[src/hw/rtl/cpt_pkg.sv]
`timescale 1ns / 1ps
// ----------------------------------------------------------------------------
// cpt_pkg
// Shared constants, types and codes for the convex polygon point test core.
// ----------------------------------------------------------------------------
package cpt_pkg;

    // table and coordinate sizing
    localparam int MAX_VERTICES = 64;
    localparam int COORD_BITS   = 16;
    localparam int MIN_VERTICES = 3;

    // fixed field widths
    localparam int VCOUNT_BITS = 7;
    localparam int INDEX_BITS  = 6;

    // derived widths
    localparam int IDX_BITS     = $clog2(MAX_VERTICES);
    localparam int CNT_BITS     = $clog2(MAX_VERTICES + 1);
    localparam int DIFF_BITS    = COORD_BITS + 1;
    localparam int PROD_BITS    = 2 * DIFF_BITS;
    localparam int CROSS_BITS   = PROD_BITS + 1;
    // iterations needed for a fan of up to MAX_VERTICES-2 candidates
    localparam int SEARCH_STEPS = $clog2(MAX_VERTICES - 1);

    localparam logic [VCOUNT_BITS-1:0] VCOUNT_RESET = VCOUNT_BITS'(MIN_VERTICES);

    // transaction modes
    localparam logic MODE_LOAD  = 1'b0;
    localparam logic MODE_QUERY = 1'b1;

    typedef logic signed [COORD_BITS-1:0] coord_t;
    typedef logic signed [DIFF_BITS-1:0]  diff_t;
    typedef logic signed [PROD_BITS-1:0]  prod_t;
    typedef logic signed [CROSS_BITS-1:0] cross_t;
    typedef logic [IDX_BITS-1:0]          vidx_t;

    // query state carried down the pipeline
    typedef struct packed {
        logic   outside;
        coord_t px;
        coord_t py;
        diff_t  wx;
        diff_t  wy;
        vidx_t  lo;
        vidx_t  hi;
        vidx_t  best;
    } cpt_query_t;

    // vertex table write, broadcast to every table copy
    typedef struct packed {
        logic   en;
        vidx_t  addr;
        coord_t x;
        coord_t y;
    } cpt_wr_t;

endpackage

[src/hw/rtl/cpt_fan_step.sv]
`timescale 1ns / 1ps
// ----------------------------------------------------------------------------
// cpt_fan_step
// One binary search iteration over the fan at the pivot: reads the middle
// vertex from a private table copy, forms the cross product and narrows the
// search range. Three register stages.
// ----------------------------------------------------------------------------
module cpt_fan_step
    import cpt_pkg::*;
(
    input  logic       aclk,
    input  logic       aresetn,
    input  logic       adv,
    input  cpt_wr_t    wr,
    input  coord_t     v0_x,
    input  coord_t     v0_y,
    input  logic       in_valid,
    input  cpt_query_t in_item,
    output logic       out_valid,
    output cpt_query_t out_item,
    output logic       busy
);

    coord_t mem_x [MAX_VERTICES];
    coord_t mem_y [MAX_VERTICES];

    // table copy write
    always_ff @(posedge aclk) begin
        if (wr.en) begin
            mem_x[wr.addr] <= wr.x;
            mem_y[wr.addr] <= wr.y;
        end
    end

    // stage a: midpoint and table read
    logic [IDX_BITS:0] mid_sum;
    vidx_t             mid;
    assign mid_sum = {1'b0, in_item.lo} + {1'b0, in_item.hi};
    assign mid     = mid_sum[IDX_BITS:1];

    logic       a_valid_reg;
    cpt_query_t a_item_reg;
    logic       a_act_reg;
    vidx_t      a_mid_reg;
    coord_t     a_vx_reg;
    coord_t     a_vy_reg;

    always_ff @(posedge aclk) begin
        if (!aresetn) begin
            a_valid_reg <= 1'b0;
        end else if (adv) begin
            a_valid_reg <= in_valid;
        end
    end

    always_ff @(posedge aclk) begin
        if (adv) begin
            a_item_reg <= in_item;
            a_act_reg  <= (in_item.lo <= in_item.hi);
            a_mid_reg  <= mid;
            a_vx_reg   <= mem_x[mid];
            a_vy_reg   <= mem_y[mid];
        end
    end

    // stage b: edge vector from pivot and products
    diff_t ux;
    diff_t uy;
    assign ux = diff_t'(a_vx_reg) - diff_t'(v0_x);
    assign uy = diff_t'(a_vy_reg) - diff_t'(v0_y);

    logic       b_valid_reg;
    cpt_query_t b_item_reg;
    logic       b_act_reg;
    vidx_t      b_mid_reg;
    prod_t      b_p1_reg;
    prod_t      b_p2_reg;

    always_ff @(posedge aclk) begin
        if (!aresetn) begin
            b_valid_reg <= 1'b0;
        end else if (adv) begin
            b_valid_reg <= a_valid_reg;
        end
    end

    always_ff @(posedge aclk) begin
        if (adv) begin
            b_item_reg <= a_item_reg;
            b_act_reg  <= a_act_reg;
            b_mid_reg  <= a_mid_reg;
            b_p1_reg   <= ux * a_item_reg.wy;
            b_p2_reg   <= uy * a_item_reg.wx;
        end
    end

    // stage c: sign of cross product narrows the range
    cross_t     cross_val;
    cpt_query_t c_item_next;
    assign cross_val = cross_t'(b_p1_reg) - cross_t'(b_p2_reg);

    always_comb begin
        c_item_next = b_item_reg;
        if (b_act_reg) begin
            if (!cross_val[CROSS_BITS-1]) begin
                c_item_next.best = b_mid_reg;
                c_item_next.lo   = b_mid_reg + vidx_t'(1);
            end else begin
                c_item_next.hi   = b_mid_reg - vidx_t'(1);
            end
        end
    end

    logic       c_valid_reg;
    cpt_query_t c_item_reg;

    always_ff @(posedge aclk) begin
        if (!aresetn) begin
            c_valid_reg <= 1'b0;
        end else if (adv) begin
            c_valid_reg <= b_valid_reg;
        end
    end

    always_ff @(posedge aclk) begin
        if (adv) begin
            c_item_reg <= c_item_next;
        end
    end

    assign out_valid = c_valid_reg;
    assign out_item  = c_item_reg;
    assign busy      = a_valid_reg | b_valid_reg | c_valid_reg;

    // midpoint stays within an active range
    assert property (@(posedge aclk) disable iff (!aresetn)
        a_valid_reg && a_act_reg |-> a_mid_reg >= a_item_reg.lo && a_mid_reg <= a_item_reg.hi)
        else $error("fan step midpoint outside search range");

    // range never crosses by more than one
    assert property (@(posedge aclk) disable iff (!aresetn)
        c_valid_reg |-> {1'b0, c_item_reg.lo} <= {1'b0, c_item_reg.hi} + (IDX_BITS+1)'(1))
        else $error("fan step range collapsed past empty");

    // stall freezes the result stage
    assert property (@(posedge aclk) disable iff (!aresetn)
        c_valid_reg && !adv |=> c_valid_reg && $stable(c_item_reg))
        else $error("fan step result changed during stall");

endmodule

[config.mk]
export PLATFORM = sky130hd
export DESIGN_NAME = cpt_fan_step
export DESIGN_NICKNAME = d
export VERILOG_FILES = /design/src/hw/rtl/cpt_pkg.sv /design/src/hw/rtl/cpt_fan_step.sv
export SDC_FILE = /design/constraint.sdc
export NUM_CORES = 2
export LEC_CHECK = 0
export BUFFER_PORTS_ARGS = -buffer_cell sky130_fd_sc_hd__buf_2
export CAP_MARGIN = 5
export CORE_AREA = 4 4 623 625
export CTS_CLUSTER_DIAMETER = 30
export DETAILED_ROUTE_END_ITERATION = 8
export DIE_AREA = 0 0 627 629
export RECOVER_POWER = 100
export SLEW_MARGIN = 20
export SYNTH_ARGS = -nofsm -noshare
export SYNTH_HDL_FRONTEND = slang
export SYNTH_SLANG_ARGS = --single-unit
[constraint.sdc]
create_clock -name aclk -period 14.82 [get_ports aclk]
set_clock_uncertainty 0.2 [all_clocks]
set_input_delay 1.482 -clock aclk [delete_from_list [all_inputs] [get_ports aclk]]
set_output_delay 1.482 -clock aclk [all_outputs]
set_load 0.01 [all_outputs]
### After elaboration in Yosys (flattened, before gate mapping)

Memories as Yosys holds them, arrays and structs flattened. A register that Yosys moved wholly into a read port is not among the register bits.
Index checks and enable logic that the tools add are counted.
W data, S select, Z words.

* register bits after elaboration: 340
* memories: 2
* output and inout port bits: 87
* bits of input ports: 160
* bits in writable memories: 2048

Memory list
* mem_x: depth 64, width 16, read ports 1, clocked after Yosys merged registers in 1, wr ports 1, line cpt_fan_step.sv:24 `coord_t mem_x [MAX_VERTICES];`
* mem_y: depth 64, width 16, read ports 1, clocked after Yosys merged registers in 1, wr ports 1, line cpt_fan_step.sv:25 `coord_t mem_y [MAX_VERTICES];`

* bitwise operators: 2
* $mul: 2
* magnitude comparators: 1
* add/sub/neg operators: 6
* mux-type cells: 6

Operators with widths (count)
* $mul A17 B17 Y34: 2
* $sub A34 B34 Y35: 1
* $sub A16 B16 Y17: 2
* $mux W18: 1
* $mux W6: 3
* $add A6 B6 Y7: 1
* $add A6 B1 Y6 const B: 1
* $le A6 B6 Y1: 1
* $sub A6 B1 Y6 const B: 1
* $mux W1: 2
* $or A1 B1 Y1: 2

### Longest topological paths before layout

* word-level depth: 3
* gate-level depth with buffers: 34
* depth with buffers taken out: 33

### Least setup slack after synthesis

OpenSTA, ideal clock, no wires.

* path type: input port to flip-flop
* start point: input port v0_y[0]
* end point: register b_p2_reg[33] (data pin)
* path buffers: 1
* slack: 5.518 ns
* cell stages on the path: 31
* required time: 14.360 ns
* arrival: 8.842 ns
* cell sequence: ha_1 -> fa_1 -> nor2b_1 -> o21a_1 -> o21ai_1 -> a221o_1 -> nand3_1 -> o41a_1 -> a21oi_1 -> xnor2_1 -> clkbuf_1 -> nand2_1 -> fa_1 -> fa_1 -> fa_1 -> fa_1 -> inv_1 -> fa_1 -> inv_1 -> fa_1 -> inv_1 -> ha_1 -> and4_1 -> and3_1 -> a311oi_4 -> a21o_1 -> o31ai_1 -> o41a_1 -> a21o_1 -> a21oi_2 -> xnor2_1

* word-level cells in the longest chain between the ends: 2

RTL lines
* start, declared: line cpt_fan_step.sv:16 `input coord_t v0_y,`
* $sub A16 B16 Y17: line cpt_fan_step.sv:70 `assign uy = diff_t'(a_vy_reg) - diff_t'(v0_y);`
* $mul A17 B17 Y34: line cpt_fan_step.sv:93 `b_p2_reg <= uy * a_item_reg.wx;`
* end signal, assigned: line cpt_fan_step.sv:93
* end, declared: line cpt_fan_step.sv:77 `prod_t b_p2_reg;`

No other way between the ends.
A chain may end at the register's enable or synchronous reset.

### Final worst setup path

* start point: input port in_item[6] in the netlist's numbering
* end point: register a_vy_reg[15] (read register of mem_y) (data pin)

* word-level cells in the longest chain between the ends: 1

RTL lines
* start, declared: line cpt_fan_step.sv:18 `input cpt_query_t in_item,`
* $add A6 B6 Y7: line cpt_fan_step.sv:38 `assign mid_sum = {1'b0, in_item.lo} + {1'b0, in_item.hi};`
* end, declared: line cpt_fan_step.sv:46 `coord_t a_vy_reg;`

No other way between the ends.

==> results.toml <==
[outcome]
violations = "capacitance limit, slew limit"
status = "finished, violations left"

[layout]
mostFrequentLayoutCells = "edfxtp_1 (2417), inv_1 (782), fa_1 (596)"
final_common_cell = "edfxtp_1"
area_delta_synth_final_pct = 21.0
top_regs = "mem_x x1024, mem_y x1024"
num-nets-final = 8285
drive_gt1_share_pct = 20.9
fin_area_um2 = 138000

[setup_path]
critPathMaxStageDelay_ns = 3.77
cp_cell_sequence = "clkbuf_1 -> ha_1 -> fa_1 -> nor2b_1 -> o21a_1 -> nor2_2 -> xnor2_4 -> clkbuf_1 -> clkinvlp_2 -> clkbuf_1 -> buf_12 -> mux4_2 -> o22ai_1 -> nor3_1 -> nor3b_2"
cp.required_ns = 15.20
critPathSlowestCell = "clkinvlp_2"
start_kind = "primary input"
cp_common_cell = "clkbuf_1"
critPathCaptureType = "register"
crit_arrival_ns = 12.80
critPathKind = "in -> reg"
r2r_setup_slack_ns = 4.78
cp_max_fo = 106

[clock_tree]
post-cts-setup-buffer-count = 0
h-tree-depth = 5
clkLatencyLatePin_ns = 0.99
clk_pin_slew_ns = 0.05
cts_root_buffer = "clkbuf_16"
cts_sinks = 2420
numCtsBuffers = 464
cts_tree = "done"
cts_max_path_buffers = 4
cts_resized = 0
cts_hold_buf = 0

[grt]
grt_pass1_vias = 65883
grt_pass1_wl_mm = 438
antenna_found_initial = 34
grt_util_met3_pct = 2.84
busiest_layer = "met2"
use_met1_pct = 20.4
grt_overflow_total = 0
grt_use_total_pct = 14.9
use_met2_pct = 23.9
grt_max_degree = 185

[timing]
fmax_ghz = 0.0805
rsz0062_at_grt = "no"
relSlewSlack_pct = -246
maxSlewViolCount = 4327
fin_crit_ns = 12.42
setup_tns_ns = 0
worst_pin_slew_ns = 5.19
setup-violations-final = 0
hold_viol_final = 0
min_period_over_period_pct = 83.8

[drt]
ant_nets = 0
routed_wirelength_mm = 296
drc_errors = 0
dr.pass1.iters = 5
dr_total_vias = 61279
wl_per_cell_um = 23.2
drt_iter0_drc = 5785
vias_per_cell = 4.80

[synthesis]
syn_nets = 7650
synth-main-ff-cell = "edfxtp_1"
synth_edf_count = 2417
syn_area_per_cell_um2 = 17.2
yosys_warnings = 0
ys_seq_area_share_pct = 63.6
synthCells = 6646
netlist_area_um2 = 114000
synth_cell_types = 71
async_flop_share_pct = 0
ys_ff_latch = 2420

[floorplan]
die_y_um = 629
die_w_um = 627
die_area_um2 = 394000
rows = 227
io_pins = 247
core_um2 = 382000
initial_core_util_pct = 29.9

[placement]
port-buffer-count = 246
gp_congestion = 0.843
place_hpwl_mm = 184
placed_area_um2 = 123000

[hold_path]
worstHoldPathType = "reg -> reg"

[run]
drv_cap = 107
==> worst max-delay path: cells and delay by family <==
family / cells / cell delay (ns)
buf+inv: 5 / 7.55
simple gates: 4 / 1.80
fa+ha+maj: 2 / 0.70
mux: 1 / 0.39
compound gates: 2 / 0.32
xor+xnor: 1 / 0.13
==> cells in the mapped netlist (all sizes together), types with 67 or more instances <==
cell	n	area [µm²]
o21ai	89	449
o22ai	67	419
and2	264	1650
ha	248	3100
nand3	95	475
fa	596	11900
clkbuf	123	462
buf	135	812
xnor2	88	797
inv	785	2950
nor2	187	712
nor2b	73	457
mux4	512	11500
edfxtp	2417	72600
a21oi	77	393
nand2	409	1540
mux2i	68	681
==> final cells by class <==
type / instances / area [µm²]
fillers: 35333 / 244000
diodes: 24 / 60.1
inverters: 785 / 2950
clock inverters: 378 / 4670
clock buffers: 502 / 11800
flip-flops and latches: 2420 / 72600
well taps: 5038 / 6300
multi-input cells: 3183 / 37700
repair buffers: 427 / 2070
==> final timing paths <==
check | startpoint | end | cells past startpoint
worst max-delay path | in_item[6] | a_vy_reg[15] | 15
worst min-delay path | b_item_reg[41] | out_item[41] | 0
worst max register to register | a_vx_reg[0] | b_p1_reg[32] | 31
worst min register to register | b_item_reg[41] | out_item[41] | 0
==> kinds of logic (layout without fill, tap and decap cells) <==
| group | Yosys count | after routing | share of synthesized area [%] |
|---|---|---|---|
| muxes | 629 | 629 | 11.2 |
| AOI/OAI and AO/OA | 403 | 403 | 2.32 |
| and+or+nand+nor | 1199 | 1199 | 5.25 |
| other | 0 | 24 | 0 |
| xor gates and xnor gates | 108 | 108 | 0.857 |
| DFF | 2420 | 2420 | 63.6 |
| buffers and inverters | 1043 | 2092 | 3.69 |
| adders and majority gates | 844 | 844 | 13.2 |
==> per-stage QoR <==
step / cells / hold slack [ns] / setup slack [ns] / utilization, %
6_report: 12757 / 0.180 / 2.40 / 36.2
5_1_grt: 12749 / 0.184 / 2.04 / 36.2
4_1_cts: 12729 / 0.176 / 5.08 / 36.4
2_1_floorplan: 6646 / 0.200 / 5.52 / -
3_5_place_dp: 11849 / 0.205 / 4.04 / 32.1
3_3_place_gp: 11842 / 0.200 / 4.20 / 32.1
==> layer usage <==
layer	vias up	wire length, µm	share of wire (%)
met4	8	8720	2.9
met1	32434	124000	42
li1	26000	-	-
met3	460	23800	8.0
met2	2377	140000	47
met5	-	43	0.015
Power is not shown: default switching activity piles up to over one toggle a cycle in this logic, so the estimate is an artifact.
